$ cat src/hdl/dur_pkg.sv
// types and constants shared by the duration text parser
// no dependencies
`default_nettype none

package dur_pkg;

  // output field widths, fixed by the result format
  localparam int WHOLE_W = 49;
  localparam int US_W    = 20;
  localparam int TDATA_W = 72;

  // unit multipliers and arithmetic constants
  localparam int MULT_W  = 17;
  localparam int MPL_W   = 20;
  localparam int POW_W   = 40;
  localparam int CNT_W   = 5;
  localparam int DIVF_BITS = 17;
  localparam int DIVR_BITS = 20;

  localparam logic [MULT_W-1:0] MULT_SEC  = 17'd1;
  localparam logic [MULT_W-1:0] MULT_MIN  = 17'd60;
  localparam logic [MULT_W-1:0] MULT_HOUR = 17'd3600;
  localparam logic [MULT_W-1:0] MULT_DAY  = 17'd86400;
  localparam logic [MPL_W-1:0]  US_PER_SEC = 20'd1000000;
  localparam logic [US_W-1:0]   US_MAX     = 20'd1000000;

  // characters
  localparam logic [7:0] CH_ZERO = 8'h30;
  localparam logic [7:0] CH_NINE = 8'h39;
  localparam logic [7:0] CH_DOT  = 8'h2e;
  localparam logic [7:0] CH_S    = 8'h73;
  localparam logic [7:0] CH_M    = 8'h6d;
  localparam logic [7:0] CH_H    = 8'h68;
  localparam logic [7:0] CH_D    = 8'h64;

  typedef enum logic [2:0] {
    PH_INT  = 3'b001,
    PH_FRAC = 3'b010,
    PH_UNIT = 3'b100
  } phase_t;

  typedef enum logic [6:0] {
    S_IDLE  = 7'b0000001,
    S_MUL_I = 7'b0000010,
    S_MUL_F = 7'b0000100,
    S_DIV_F = 7'b0001000,
    S_MUL_R = 7'b0010000,
    S_DIV_R = 7'b0100000,
    S_WAIT  = 7'b1000000
  } state_t;

  // powers of ten up to 10^12
  function automatic logic [POW_W-1:0] pow10(input logic [3:0] k);
    logic [POW_W-1:0] p;
    case (k)
      4'd0:    p = 40'd1;
      4'd1:    p = 40'd10;
      4'd2:    p = 40'd100;
      4'd3:    p = 40'd1000;
      4'd4:    p = 40'd10000;
      4'd5:    p = 40'd100000;
      4'd6:    p = 40'd1000000;
      4'd7:    p = 40'd10000000;
      4'd8:    p = 40'd100000000;
      4'd9:    p = 40'd1000000000;
      4'd10:   p = 40'd10000000000;
      4'd11:   p = 40'd100000000000;
      4'd12:   p = 40'd1000000000000;
      default: p = 40'd1;
    endcase
    return p;
  endfunction

endpackage

`default_nettype wire

$ cat src/hdl/duration_string_parser.sv
// duration text parser: characters in, whole seconds and microseconds out
// depends on dur_pkg
`default_nettype none

// Usage
//  s_* channel: one text character per transfer, s_tlast on its final character.
//  m_* channel: one result transfer per text, issued after the last character.
//  Characters are taken one per cycle while the block is idle. After the last
//  character the block runs a small sequencer over one shared add/subtract
//  unit: two shift-add multiplies by the unit multiplier, each stepping
//  through the multiplier bits, a 17-step restoring division by 10^k, a
//  shift-add multiply by 10^6 and a 20-step division; an invalid text needs
//  no arithmetic and its result goes straight to the output register, or is
//  held while that register is still occupied.
//  s_tready is low while the arithmetic runs.
//  The result sits in an output register, so the next text can stream in
//  while a result is still waiting; if a new result finishes while the old one
//  is still held, the block waits with s_tready low until the receiver takes it.
//  Reset (rst, synchronous) returns the parser to the start of a text and
//  drops any pending result.
module duration_string_parser #(
  parameter int MAX_FRAC_DIGITS = 9,
  parameter int INT_BITS        = 32
) (
  input  wire logic                         clk,
  input  wire logic                         rst,
  input  wire logic                         s_tvalid,
  output logic                              s_tready,
  input  wire logic [7:0]                   s_tdata,   // [7:0] character
  input  wire logic                         s_tlast,   // last character of the text
  output logic                              m_tvalid,
  input  wire logic                         m_tready,
  output logic [dur_pkg::TDATA_W-1:0]       m_tdata,   // [48:0] whole_seconds,
                                                       // [68:49] microseconds, [71:69] 0
  output logic                              m_tuser    // [0] invalid
);
  import dur_pkg::*;

  // fraction value holds up to MAX_FRAC_DIGITS decimal digits
  localparam int FRAC_W = (MAX_FRAC_DIGITS * 3322) / 1000 + 1;
  localparam int FCNT_W = $clog2(MAX_FRAC_DIGITS + 1);
  // accumulator covers r*10^6 + 10^k/2 and the 49-bit whole product
  localparam int ACC_W  = (FRAC_W + 20 > WHOLE_W) ? FRAC_W + 20 : WHOLE_W;
  localparam logic [FCNT_W-1:0] FCNT_MAX = FCNT_W'(MAX_FRAC_DIGITS);

  state_t state;

  // parse state
  phase_t              phase, phase_next;
  logic [INT_BITS-1:0] ival, ival_next;
  logic                seen, seen_next;
  logic [FRAC_W-1:0]   fval, fval_next;
  logic [FCNT_W-1:0]   fcnt, fcnt_next;
  logic [MULT_W-1:0]   mult, mult_next;
  logic                err, err_next;

  // shared arithmetic
  logic [ACC_W-1:0]    acc;
  logic [ACC_W-1:0]    opnd;
  logic [MPL_W-1:0]    mplier;
  logic [ACC_W-1:0]    pw;
  logic [US_W-1:0]     quot;
  logic [CNT_W-1:0]    cnt;
  logic [ACC_W-1:0]    sum;
  logic [ACC_W:0]      diff;
  logic                ge;
  logic [US_W-1:0]     quot_new;

  // finished result, held while the output register is busy
  logic [WHOLE_W-1:0]  res_whole;
  logic [US_W-1:0]     res_us;
  logic                res_inv;

  // output register
  logic [WHOLE_W-1:0]  out_whole;
  logic [US_W-1:0]     out_us;

  logic                s_acc;
  logic                out_free;
  logic                bad_next;
  logic                fin;
  logic [WHOLE_W-1:0]  fin_whole;
  logic [US_W-1:0]     fin_us;
  logic                fin_inv;

  // character decode
  logic                   is_digit;
  logic [3:0]             dig;
  logic                   is_unit;
  logic [MULT_W-1:0]      unit_mult;
  logic [INT_BITS+3:0]    ival_cand;
  logic [FRAC_W+3:0]      fval_cand;

  assign s_tready = (state == S_IDLE);
  assign s_acc    = s_tvalid && s_tready;
  assign out_free = !m_tvalid || m_tready;

  assign m_tdata = {(TDATA_W - WHOLE_W - US_W)'(0), out_us, out_whole};

  assign is_digit = (s_tdata >= CH_ZERO) && (s_tdata <= CH_NINE);
  assign dig      = is_digit ? s_tdata[3:0] : 4'd0;

  always_comb begin
    is_unit   = 1'b1;
    unit_mult = MULT_SEC;
    case (s_tdata)
      CH_S:    unit_mult = MULT_SEC;
      CH_M:    unit_mult = MULT_MIN;
      CH_H:    unit_mult = MULT_HOUR;
      CH_D:    unit_mult = MULT_DAY;
      default: is_unit = 1'b0;
    endcase
  end

  // value*10 + digit as shift-add; upper bits flag integer overflow
  assign ival_cand = ((INT_BITS+4)'(ival) << 3) + ((INT_BITS+4)'(ival) << 1)
                   + (INT_BITS+4)'(dig);
  assign fval_cand = ((FRAC_W+4)'(fval) << 3) + ((FRAC_W+4)'(fval) << 1)
                   + (FRAC_W+4)'(dig);

  always_comb begin
    phase_next = phase;
    ival_next  = ival;
    seen_next  = seen;
    fval_next  = fval;
    fcnt_next  = fcnt;
    mult_next  = mult;
    err_next   = err;
    unique case (phase)
      PH_INT: begin
        if (is_digit) begin
          if (ival_cand[INT_BITS+3:INT_BITS] != 4'd0) begin
            err_next = 1'b1;
          end else begin
            ival_next = ival_cand[INT_BITS-1:0];
          end
          seen_next = 1'b1;
        end else if (s_tdata == CH_DOT) begin
          phase_next = PH_FRAC;
        end else if (is_unit) begin
          mult_next  = unit_mult;
          phase_next = PH_UNIT;
        end else begin
          err_next = 1'b1;
        end
      end
      PH_FRAC: begin
        if (is_digit) begin
          // extra fraction digits are dropped
          if (fcnt < FCNT_MAX) begin
            fval_next = fval_cand[FRAC_W-1:0];
            fcnt_next = fcnt + 1'b1;
          end
        end else if (is_unit) begin
          mult_next  = unit_mult;
          phase_next = PH_UNIT;
        end else begin
          err_next = 1'b1;
        end
      end
      PH_UNIT: begin
        err_next = 1'b1;
      end
      default: begin
        err_next = 1'b1;
      end
    endcase
  end

  // no digits at all, or an error along the way
  assign bad_next = err_next || (!seen_next && (fcnt_next == '0));

  // the shared add/subtract unit
  assign sum      = acc + opnd;
  assign diff     = {1'b0, acc} - {1'b0, opnd};
  assign ge       = !diff[ACC_W];
  assign quot_new = {quot[US_W-2:0], ge};

  always_comb begin
    fin       = 1'b0;
    fin_whole = res_whole;
    fin_us    = res_us;
    fin_inv   = res_inv;
    unique case (state)
      S_IDLE: begin
        if (s_acc && s_tlast && bad_next) begin
          fin       = 1'b1;
          fin_whole = '0;
          fin_us    = '0;
          fin_inv   = 1'b1;
        end
      end
      S_DIV_R: begin
        if (cnt == '0) begin
          fin       = 1'b1;
          fin_whole = res_whole;
          fin_us    = quot_new;
          fin_inv   = 1'b0;
        end
      end
      S_WAIT: begin
        fin = 1'b1;
      end
      default: begin
        fin = 1'b0;
      end
    endcase
  end

  always_ff @(posedge clk) begin
    if (rst) begin
      state    <= S_IDLE;
      phase    <= PH_INT;
      ival     <= '0;
      seen     <= 1'b0;
      fval     <= '0;
      fcnt     <= '0;
      mult     <= MULT_SEC;
      err      <= 1'b0;
      m_tvalid <= 1'b0;
      m_tuser  <= 1'b0;
      res_inv  <= 1'b0;
    end else begin
      if (m_tvalid && m_tready) begin
        m_tvalid <= 1'b0;
      end

      unique case (state)
        S_IDLE: begin
          if (s_acc) begin
            phase <= phase_next;
            ival  <= ival_next;
            seen  <= seen_next;
            fval  <= fval_next;
            fcnt  <= fcnt_next;
            mult  <= mult_next;
            err   <= err_next;
            if (s_tlast) begin
              if (bad_next) begin
                phase <= PH_INT;
                ival  <= '0;
                seen  <= 1'b0;
                fval  <= '0;
                fcnt  <= '0;
                mult  <= MULT_SEC;
                err   <= 1'b0;
              end else begin
                // start whole = integer * multiplier
                acc    <= '0;
                opnd   <= ACC_W'(ival_next);
                mplier <= MPL_W'(mult_next);
                pw     <= ACC_W'(pow10(4'(fcnt_next)));
                state  <= S_MUL_I;
              end
            end
          end
        end
        S_MUL_I: begin
          if (mplier == '0) begin
            res_whole <= acc[WHOLE_W-1:0];
            acc       <= '0;
            opnd      <= ACC_W'(fval);
            mplier    <= MPL_W'(mult);
            state     <= S_MUL_F;
          end else begin
            if (mplier[0]) begin
              acc <= sum;
            end
            opnd   <= opnd << 1;
            mplier <= mplier >> 1;
          end
        end
        S_MUL_F: begin
          if (mplier == '0) begin
            // acc holds fraction * multiplier, divide it by 10^k
            opnd  <= pw << (DIVF_BITS - 1);
            cnt   <= CNT_W'(DIVF_BITS - 1);
            quot  <= '0;
            state <= S_DIV_F;
          end else begin
            if (mplier[0]) begin
              acc <= sum;
            end
            opnd   <= opnd << 1;
            mplier <= mplier >> 1;
          end
        end
        S_DIV_F: begin
          quot <= quot_new;
          opnd <= opnd >> 1;
          cnt  <= cnt - 1'b1;
          if (ge) begin
            acc <= diff[ACC_W-1:0];
          end
          if (cnt == '0) begin
            res_whole <= res_whole + WHOLE_W'(quot_new);
            // remainder * 10^6 plus half of 10^k, for round half up
            opnd   <= ge ? diff[ACC_W-1:0] : acc;
            acc    <= pw >> 1;
            mplier <= US_PER_SEC;
            state  <= S_MUL_R;
          end
        end
        S_MUL_R: begin
          if (mplier == '0) begin
            opnd  <= pw << (DIVR_BITS - 1);
            cnt   <= CNT_W'(DIVR_BITS - 1);
            quot  <= '0;
            state <= S_DIV_R;
          end else begin
            if (mplier[0]) begin
              acc <= sum;
            end
            opnd   <= opnd << 1;
            mplier <= mplier >> 1;
          end
        end
        S_DIV_R: begin
          quot <= quot_new;
          opnd <= opnd >> 1;
          cnt  <= cnt - 1'b1;
          if (ge) begin
            acc <= diff[ACC_W-1:0];
          end
          if (cnt == '0) begin
            // text done, back to the start of the next one
            phase <= PH_INT;
            ival  <= '0;
            seen  <= 1'b0;
            fval  <= '0;
            fcnt  <= '0;
            mult  <= MULT_SEC;
            err   <= 1'b0;
          end
        end
        S_WAIT: begin
          state <= S_WAIT;
        end
        default: begin
          state <= S_IDLE;
        end
      endcase

      // hand a finished result to the output register or hold it
      if (fin) begin
        if (out_free) begin
          out_whole <= fin_whole;
          out_us    <= fin_us;
          m_tuser   <= fin_inv;
          m_tvalid  <= 1'b1;
          state     <= S_IDLE;
        end else begin
          res_whole <= fin_whole;
          res_us    <= fin_us;
          res_inv   <= fin_inv;
          state     <= S_WAIT;
        end
      end
    end
  end

  // an invalid result carries zero fields
  a_invalid_zero: assert property (@(posedge clk) disable iff (rst)
    m_tvalid && m_tuser |-> (out_whole == '0) && (out_us == '0))
    else $error("invalid result with nonzero fields");

  // rounded microseconds never pass one second
  a_us_range: assert property (@(posedge clk) disable iff (rst)
    m_tvalid |-> out_us <= US_MAX)
    else $error("microseconds out of range");

  // the block only waits while the output register is occupied
  a_wait_busy: assert property (@(posedge clk) disable iff (rst)
    state == S_WAIT |-> m_tvalid)
    else $error("waiting with a free output register");

  // kept fraction digits stay within the limit
  a_fcnt_max: assert property (@(posedge clk) disable iff (rst)
    fcnt <= FCNT_MAX)
    else $error("fraction digit count over limit");

  // a parse error stays until the text ends
  a_err_sticky: assert property (@(posedge clk) disable iff (rst)
    err && !(s_acc && s_tlast) && state == S_IDLE |=> err)
    else $error("parse error dropped inside a text");

endmodule

`default_nettype wire
$ cat config.mk
export PLATFORM = sky130hd
export DESIGN_NAME = duration_string_parser
export DESIGN_NICKNAME = d
export VERILOG_FILES = /design/src/hdl/dur_pkg.sv /design/src/hdl/duration_string_parser.sv
export SDC_FILE = /design/constraint.sdc
export NUM_CORES = 1
export LEC_CHECK = 0
export BUFFER_PORTS_ARGS = -buffer_cell sky130_fd_sc_hd__buf_2
export CAP_MARGIN = 25
export CORE_MARGIN = 2
export CORE_UTILIZATION = 60
export CTS_BUF_LIST = sky130_fd_sc_hd__clkbuf_4 sky130_fd_sc_hd__clkbuf_8
export DETAILED_ROUTE_END_ITERATION = 10
export GPL_TIMING_DRIVEN = 0
export MAX_ROUTING_LAYER = met4
export PLACE_DENSITY = 0.77
export RECOVER_POWER = 100
export SLEW_MARGIN = 20
export SYNTH_ARGS = -nofsm -noshare
export SYNTH_HDL_FRONTEND = slang
export SYNTH_SLANG_ARGS = --single-unit
$ cat constraint.sdc
create_clock -name clk -period 11.5 [get_ports clk]
set_input_delay 2.3 -clock clk [delete_from_list [all_inputs] [get_ports clk]]
set_output_delay 2.3 -clock clk [all_outputs]
set_load 0.02 [all_outputs]
### Word level (Yosys, flattened, before mapping)

Memories as Yosys holds them, arrays and structs flattened. A register that Yosys moved wholly into a read port is not among the register bits.
Index checks and enable logic that the tools add are counted.

* memories: 1
* flip-flop bits (word level): 380
* word-level logic and storage cells: 225
* bits in read-only memories: 640

* reduce and logical (&&, ||, !) cells: 36
* add/sub/neg operators: 9
* magnitude comparators: 3
* bitwise logic cells: 3
* equality and inequality tests: 31
* muxes and demuxes: 122

Memory list
* (name not given): depth 16, bits a word 40, rd ports 1, clocked after Yosys merged registers in 1, write ports 0, RTL line dur_pkg.sv:55 `case (k)`

Operators with widths (count)
* $mux 50: 15
* $pmux 50 s6: 1
* $mux 49: 6
* $pmux 50 s5: 1
* $mux 32: 7
* $mux 30: 7
* $mux 20: 7
* $mux 17: 8
* $pmux 49 s2: 1
* $pmux 20 s4: 1
* $pmux 17 s2: 2
* $pmux 32 s2: 1
* $mux 7: 9
* $pmux 30 s2: 1
* $pmux 17 s3: 1
* $sub 50x50->51: 1
* $add 50x50->50: 1
* $add 49x20->49: 1
* $pmux 7 s7: 1
* $pmux 20 s2: 1
* $mux 19: 2
* $pmux 19 s2: 1
* $add 35x33->36: 1
* $add 36x4->36: 1
* other kinds (53): 126

### Depth between registers and ports, before layout

Gate-level depths: netlist of run 1.

* depth in word-level cells: 14
* depth in mapped cells: 29
* mapped depth without buffers: 26

### Worst setup path after synthesis of run 1

Ideal clock, no wire load.

* path type: input-to-reg
* start point: in s_tdata[7]
* end point: reg acc[0] (enable)
* setup time: 0.533 ns
* arrival time: 9.697 ns
* data required time: 10.967 ns
* stages on the path: 16
* slack: 1.270 ns
* cells stage by stage: or4bb_1 nor2_1 nand2_1 fa_1 inv_1 fa_1 a211oi_1 o21ai_0 nand4b_1 a2111oi_0 a211oi_1 o32a_1 o211a_2 nand2_1 a21o_1 a211oi_1

* longest elaborated chain between the ends: 11
* elaborated cells on any way between the ends: 29
* classes of those cells: add/sub (1); order compare (2); eq/ne (6); mux (12); reduce/logical (8)

RTL lines
* from (decl): RTL line duration_string_parser.sv:29 `input wire logic [7:0] s_tdata,`
* $ge 8x6->1 / $le 8x6->1 (equally long branches): RTL line duration_string_parser.sv:100 `assign is_digit = (s_tdata >= CH_ZERO) && (s_tdata <= CH_NINE);`
* $logic_and 1x1->1: RTL line duration_string_parser.sv:100
* $mux 4: RTL line duration_string_parser.sv:101 `assign dig = is_digit ? s_tdata[3:0] : 4'd0;`
* $add 36x4->36: RTL line duration_string_parser.sv:117 `+ (INT_BITS+4)'(dig);`
* $reduce_bool 4->1: RTL line duration_string_parser.sv:132 `if (ival_cand[INT_BITS+3:INT_BITS] != 4'd0) begin`
* $mux 1: RTL line duration_string_parser.sv:132
* $mux 1: RTL line duration_string_parser.sv:131 `if (is_digit) begin`
* $pmux 1 s2: RTL line duration_string_parser.sv:129 `unique case (phase)`
* $logic_or 1x1->1 (*): RTL line duration_string_parser.sv:171 `assign bad_next = err_next || (!seen_next && (fcnt_next == '0));`
* $ne 2x2->1 (no line) (*)
* $reduce_and 6->1 (no line) (*)
* to (signal assigned): RTL line duration_string_parser.sv:267 `acc <= sum;`
* to (signal assigned): RTL line duration_string_parser.sv:282 `acc <= sum;`
* to (signal assigned): RTL line duration_string_parser.sv:293 `acc <= diff[ACC_W-1:0];`
* to (decl): RTL line duration_string_parser.sv:58 `logic [ACC_W-1:0] acc;`

Mark *: on every way between the ends. The rest lies on a longest branch, timed or not.
A chain may end at the register's enable or synchronous reset.

### Worst setup path after layout of run 1

* start point: in s_tdata[4]
* end point: reg res_us[4] (enable)

* longest elaborated chain between the ends: 13
* elaborated cells on any way between the ends: 31
* classes of those cells: add/sub (1); order compare (2); eq/ne (5); mux (14); reduce/logical (9)

RTL lines
* $ge 8x6->1 / $le 8x6->1 (equally long branches): RTL line duration_string_parser.sv:100
* $logic_and 1x1->1: RTL line duration_string_parser.sv:100
* $mux 4: RTL line duration_string_parser.sv:101
* $add 36x4->36: RTL line duration_string_parser.sv:117
* $reduce_bool 4->1: RTL line duration_string_parser.sv:132
* $mux 1: RTL line duration_string_parser.sv:132
* $mux 1: RTL line duration_string_parser.sv:131
* $pmux 1 s2: RTL line duration_string_parser.sv:129
* $logic_or 1x1->1 (*): RTL line duration_string_parser.sv:171
* $logic_and 1x1->1 (*): RTL line duration_string_parser.sv:186 `if (s_acc && s_tlast && bad_next) begin`
* $mux 1 (*): RTL line duration_string_parser.sv:186
* $pmux 1 s3 (*): RTL line duration_string_parser.sv:184 `unique case (state)`
* $reduce_and 3->1 (no line) (*)
* to (signal assigned): RTL line duration_string_parser.sv:354 `res_us <= fin_us;`
* to (decl): RTL line duration_string_parser.sv:71 `logic [US_W-1:0] res_us;`

Marked as above.

==> metrics.txt, run 1 <==
Post-CTS Setup Bufs 0; clk sinks 412; Detail Route Antenna Nets 0; Yosys warning count 0; number of enable flip-flop cells after synthesis ~310; Final Hold Fails 0; area of the die about 0.053 sq mm; initial core utilization 0.6108; First DRT Iteration DRCs 4164; detailed placement HPWL 87450 um; critical setup path kind primary input to flop; drt pass-1 iters 8; maximum VDD drop 0.1421 mV; RSZ-0062 raised after global routing false; Skew-Pair Late Insertion Delay 0.67 ns; Total GRT Usage 0.4262; Total Power 0.003205 W; CP delay by family, top compound AO/OA/AOI/OAI gates; wire per inst 25.81 um; GR Overflow Total 0; fin crit share 0.8968; Site Rows 82; Clock transition at path regs about 0.06 ns; Async SR Flop Fraction 0; Max-Cap Viols 4; Die Wd 230.5 um; first-pass GRT wire length 168300 um; clk buf depth 3; nets a little under 4000; Crit Path Max Fanout 16; Post-Route WL 112500 um; pin count of the biggest net entering global routing 56; vias in the first global route 28210; DR vias/cell between 6 and 7; dpl ws 2.507 ns; final setup margin 1.187 ns; root buffer selected by CTS clkbuf_8; Max Freq 0.09696 GHz; min cycle time layout 10.31 ns; fin. max-slew vios 100; Setup crit start kind primary input; P&R area growth vs syn 8.657%; Synth cell types 100; PD cells 95.84 mW/mm^2; core area 0.05038 sq mm; Die Span Y 230.5 um; CTS tree built; initial antenna violation count 4; failing checks max-capacitance violations, max-slew violations; Max Clock Skew 0.04422 ns; Cell Area, Synth 0.03077 sq mm; Levels on crit path 18; Worst Path Required 11.85 ns; r2r worst-path depth 28; layout cells sized above 1 0.05210; Hold Buf Count CTS 0; crit-path max cell delay around 2.5 ns; Hold Path Class flop to flop; hold path depth 2; synthesized instance count 3458; register area share after synthesis 0.3702; Cell Chain, Critical Path clkbuf_1, or4bb_1, nor2_1, nand2_1, fa_1, inv_1, fa_1, a211oi_1, o21ai_0, nand4b_1, nand2_1, a221o_1, o32a_1, o211a_1, a2111oi_0, nor2_1, nor2_2, buf_6; total CTS buffers 72; Slew Limit Headroom -1.275; CP max stage cell a2111oi_0; IO Port Bufs between 80 and 90; I/O pin count 88; worst-margin pin slew 3.412 ns; Worst EP arrival 10.66 ns; post-synthesis sequential element count 412; synthesized area per cell 8.899 sq um; status finished with violations; final setup vio count 0; crit end category flop; GP Congestion 1.068; # fillers roughly 4200; CP Buf/Inv Count 3; post-CTS sizing 0; leakage 13.28 nW; top_reg_cell synth edfxtp_1; # DRC 0; via count approximately 30000; H-tree levels 3
## path summary, 6_finish.rpt
check / startpoint / endpoint / slack, ns
max: s_tdata[4] / res_us[4]$_DFFE_PP_ / 1.19
min: fval[29]$_SDFFE_PP0P_ / fval[29]$_SDFFE_PP0P_ / 0.46
max reg2reg: acc[0]$_SDFFCE_PN0P_ / res_whole[48]$_DFFE_PN_ / 1.61
min reg2reg: fval[29]$_SDFFE_PP0P_ / fval[29]$_SDFFE_PP0P_ / 0.46
## cell families after synthesis
family	Yosys count	share of synthesized area
compound gates	1183	0.2516
simple gates	1049	0.1613
flops	412	0.3702
buf+inv	329	0.04294
fa+ha+maj	248	0.1025
xor+xnor	170	0.04900
mux	66	0.02232
other cells	1	0.0001219
## through the flow
| stage | TNS [ns] | util | std cells | cell area, sq um | hold WS (ns) |
|---|---|---|---|---|---|
| after floorplan | 0 | - | 3460 | 30780 | 0.4249 |
| after global placement | -121.44 | 0.6357 | 4213 | 32030 | 0.4413 |
| after detailed placement | 0 | 0.6412 | 4228 | 32300 | 0.4443 |
| after CTS | 0 | 0.6701 | 4355 | 33760 | 0.4585 |
| after global routing | 0 | 0.6637 | 4360 | 33440 | 0.4779 |
| final | 0 | 0.6637 | 4360 | 33440 | 0.4614 |
## cell usage after synthesis, drive strengths merged, types with 21 or more instances
master | count | area (sq um)
nand2 | 367 | 1380
o21ai | 324 | 1633
edfxtp | 314 | 9429
a21oi | 286 | 1443
nor2 | 258 | 975.9
ha | 241 | 3015
clkbuf | 139 | 521.8
inv | 133 | 499.2
xnor2 | 121 | 1079
dfxtp | 98 | 1962
and2 | 87 | 544.3
a21o | 75 | 563.0
nand3 | 68 | 340.3
a211oi | 57 | 432.9
nor3 | 56 | 291.5
buf | 50 | 274.0
xor2 | 49 | 429.2
a22o | 48 | 420.4
mux2i | 45 | 450.4
a22oi | 41 | 307.8
o21bai | 41 | 307.8
a221oi | 35 | 312.8
a31oi | 33 | 221.5
nand2b | 33 | 206.5
o211ai | 33 | 247.7
a32oi | 29 | 254.0
nor2b | 29 | 181.4
nor4 | 28 | 175.2
and3 | 25 | 156.4
o21a | 25 | 187.7
mux2 | 21 | 236.5
## state kept, by name (all words and copies together) (netlist names)
signal and count:
acc 50, opnd 50, out_whole 49, res_whole 49, ival 32, pw 32, fval 30, mplier 20
out_us 20, res_us 20, quot 19, mult 17, state 7, cnt 5, fcnt 4, phase 3
err 1, m_tuser 1, m_tvalid 1, res_inv 1, seen 1
## worst register-to-register path: cells and delay by family, from the launching register on
| kind | cells | cell delay [ns] |
|---|---|---|
| AO/OA/AOI/OAI | 14 | 4.05 |
| AND/OR/NAND/NOR | 5 | 2.04 |
| buffers and inverters | 5 | 2.03 |
| adder cells (fa/ha/maj) | 4 | 1.04 |
| flip-flops | 1 | 0.49 |
## where the power goes
part           leakage (nW)  internal, W  switching, W  total (W)
logic                  8.76    0.0000511      0.000107   0.000158
clock network         0.767     0.000765      0.000647    0.00141
registers              3.76      0.00162     0.0000191    0.00163
## cell usage in the layout (no fill, tap or decap), types with 34 or more instances in the layout
cell type	instances
a21oi_1	286
clkbuf_1	242
a221oi_1	34
a22oi_1	41
clkbuf_8	77
nand3_1	68
nor2_1	257
o21ai_0	317
dfxtp_1	98
inv_1	133
o21bai_1	41
a21o_1	75
and2_0	61
a22o_1	48
ha_1	241
mux2i_1	45
edfxtp_1	314
xor2_1	49
nand2_1	366
xnor2_1	120
a211oi_1	56
nor3_1	55
## cell type report
type | instances | area, sq um | share of cell area
Antenna cell | 3 | 7.507 | 0.0002245
Buffer | 189 | 748.2 | 0.02238
Clock buffer | 93 | 1180 | 0.03529
Clock inverter | 34 | 279.0 | 0.008345
Inverter | 140 | 525.5 | 0.01572
Multi-Input combinational cell | 2719 | 18010 | 0.5386
Sequential cell | 412 | 11390 | 0.3407
Tap cell | 672 | 840.8 | 0.02515
Timing Repair Buffer | 98 | 456.7 | 0.01366
## routing by layer
metal / GRT usage / share of wire / wire length (um)
met5: - / 0 / 0
met2: 0.6394 / 0.43 / 48710
met1: 0.5450 / 0.39 / 44070
met4: 0.2244 / 0.059 / 6608
met3: 0.08646 / 0.12 / 13140
(Power assumes the default switching activity.)
==> run 2: changes to the inputs <==
- CORE_UTILIZATION: 60 -> 50
- PLACE_DENSITY: 0.77 -> 0.66
==> metrics.txt, run 2 (same netlist as run 1, synthesis figures left out) <==
status finished with violations (unchanged); failing checks max-capacitance violations, max-slew violations (unchanged); wire per inst 24.65 um (was 25.81 um); Internal Dissipation 0.002476 W (was 0.002432 W); First DRT Iteration DRCs 3338 (was 4164); Site Rows 90 (was 82); fin. max-slew vios 98 (was 100); CTS tree built (unchanged); H-tree levels 3 (unchanged); IO Port Bufs 81 (unchanged); GP Congestion 1.021 (was 1.068); Reg power frac 0.500 (was 0.510); flop-to-flop setup slack 1.74 ns (was 1.61 ns); Slew Limit Headroom -1.030 (was -1.275); hold path depth 1 (was 2); Hold Path Class flop to flop (unchanged); nets 3896 (was 3893); Post-CTS Setup Bufs 0 (unchanged); Clock transition at path regs 0.06 ns (about the same); core area 0.06058 sq mm (was 0.05038 sq mm); Setup crit start kind primary input (unchanged); via count 28450 (was 29950); leakage 13.32 nW (was 13.28 nW); first-pass GRT wire length 165100 um (was 168300 um); critical setup path kind primary input to flop (unchanged); Skew-Pair Late Insertion Delay 0.70 ns (was 0.67 ns); Max Clock Skew 0.04749 ns (was 0.04422 ns); Detail Route Antenna Nets 0 (unchanged); maximum VDD drop 0.07513 mV (was 0.1421 mV); post-CTS sizing 0 (unchanged); Die Span Y 252.1 um (was 230.5 um); Clock power frac 0.454 (was 0.441); Max-Cap Viols 4 (unchanged); clk sinks 412 (unchanged); PD cells 97.19 mW/mm^2 (was 95.84 mW/mm^2); Inst Count DP 4338 (was 4228); most common cell after layout, fill and taps aside nand2_1 (unchanged); Util after Layout 0.5553 (was 0.6637); RSZ-0062 raised after global routing false (unchanged); CP max stage cell a2111oi_0 (unchanged); Gate power share 0.047 (was 0.049); sw frac 0.2427 (was 0.2412); most frequent cells in the layout 366 x nand2_1, 317 x o21ai_0, 314 x edfxtp_1 (unchanged); root buffer selected by CTS clkbuf_8 (unchanged); Worst EP arrival 10.63 ns (was 10.66 ns); r2r worst-path depth 28 (unchanged); layout cells sized above 1 0.05282 (was 0.05210); total CTS buffers 75 (was 72); Die Wd 252.1 um (was 230.5 um); # DRC 0 (unchanged); Final Hold Fails 0 (unchanged); DR vias/cell 6.356 (was 6.868); post-route insts no fill 4476 (was 4360); drt pass-1 iters 7 (was 8); vias in the first global route 26800 (was 28210); initial core utilization 0.5079 (was 0.6108); clk buf depth 3 (unchanged); top flop regs acc x50, opnd x50 (unchanged); Total GRT Usage 0.3530 (was 0.4262); Max Freq 0.09733 GHz (was 0.09696 GHz); Worst Path Required 11.86 ns (was 11.85 ns); fin crit share 0.8934 (was 0.8968); min cycle time layout 10.27 ns (was 10.31 ns); area of the die 0.06354 sq mm (was 0.05311 sq mm); Cell Chain, Critical Path clkbuf_1, or4bb_1, nor2_1, nand2_1, fa_1, inv_1, fa_1, a211oi_1, o21ai_0, nand4b_1, nand2_1, a221o_1, o32a_1, o211a_1, a2111oi_0, nor2_1, nor2_2, buf_6 (unchanged); crit end category flop (unchanged); Crit Path Max Fanout 15 (was 16); worst-margin pin slew 3.046 ns (was 3.412 ns); final setup vio count 0 (unchanged); initial antenna violation count 1 (was 4); Net Switching 0.0007936 W (was 0.0007730 W); I/O pin count 88 (unchanged); GR Overflow Total 0 (unchanged); detailed placement HPWL 86830 um (was 87450 um); Post-Route WL 110300 um (was 112500 um); crit-path max cell delay 2.33 ns (was 2.46 ns); pin count of the biggest net entering global routing 55 (was 56); P&R area growth vs syn 9.319% (was 8.657%); Hold Buf Count CTS 0 (unchanged); setup TNS 0 ns (unchanged)
==> run 2: cell types whose count changed in the layout (fill, tap and decap cells not counted), sizes merged <==
cell | before | now
buf | 45 | 39
bufinv | 4 | 3
clkbuf | 335 | 351
clkinv | 32 | 28
clkinvlp | 4 | 3
diode | 3 | 2
inv | 134 | 137
==> run 2: worst max-delay path, delay by kind of cell <==
family	cells	cell delay, ns
and+or+nand+nor	7	2.93
buffers and inverters	3	0.59
adders and majority gates	2	0.97
AOI/OAI and AO/OA	6	3.81
==> run 2: path summary, 6_finish.rpt <==
| kind | end | startpoint |
|---|---|---|
| worst min-delay path | mult[8]$_SDFFE_PP0P_ | mult[8]$_SDFFE_PP0P_ |
| worst max-delay path | res_us[9]$_DFFE_PP_ | s_tdata[4] |
| worst min register to register | mult[8]$_SDFFE_PP0P_ | mult[8]$_SDFFE_PP0P_ |
| worst max register to register | res_whole[46]$_DFFE_PN_ | acc[0]$_SDFFCE_PN0P_ |
==> run 2: layout make-up <==
class / instances / area [sq um]
antenna: 2 / 5.005
timing repair buffer: 98 / 420.4
clock buffer: 103 / 1305
multi-input combinational: 2719 / 18010
clock inverter: 31 / 252.7
tap: 782 / 978.4
inverter: 140 / 525.5
fill: 5768 / 26940
sequential: 412 / 11390
buffer: 189 / 749.5
==> run 2: power by group through the flow <==
stage	logic, W	registers, W	clock network [W]
finish	0.000153	0.00163	0.00148
global route	0.000167	0.00164	0.00156
CTS	0.000158	0.00163	0.00150
detailed placement	0.000157	0.00166	0
global placement	0.000152	0.00166	0
floorplan	0.0000989	0.00167	0
==> run 2: routing by layer <==
layer,GRT usage,share of wire,up-vias
li1,-,-,13270
met2,0.5191,0.43,1397
met1,0.4666,0.42,13520
met5,-,0,-
met4,0.1581,0.048,0
met3,0.07717,0.10,265
==> run 2: per-stage QoR <==
| step | total power [W] | instance area (sq um) | hold WS [ns] | setup slack (ns) |
|---|---|---|---|---|
| floorplan | 0.001767 | 30780 | 0.4249 | 1.270 |
| global placement | 0.001817 | 32160 | 0.4371 | -2.744 |
| detailed placement | 0.001820 | 32450 | 0.4430 | 2.429 |
| CTS | 0.003287 | 34010 | 0.4573 | 2.940 |
| global route | 0.003358 | 33640 | 0.4855 | 1.196 |
| finish | 0.003270 | 33640 | 0.4545 | 1.226 |
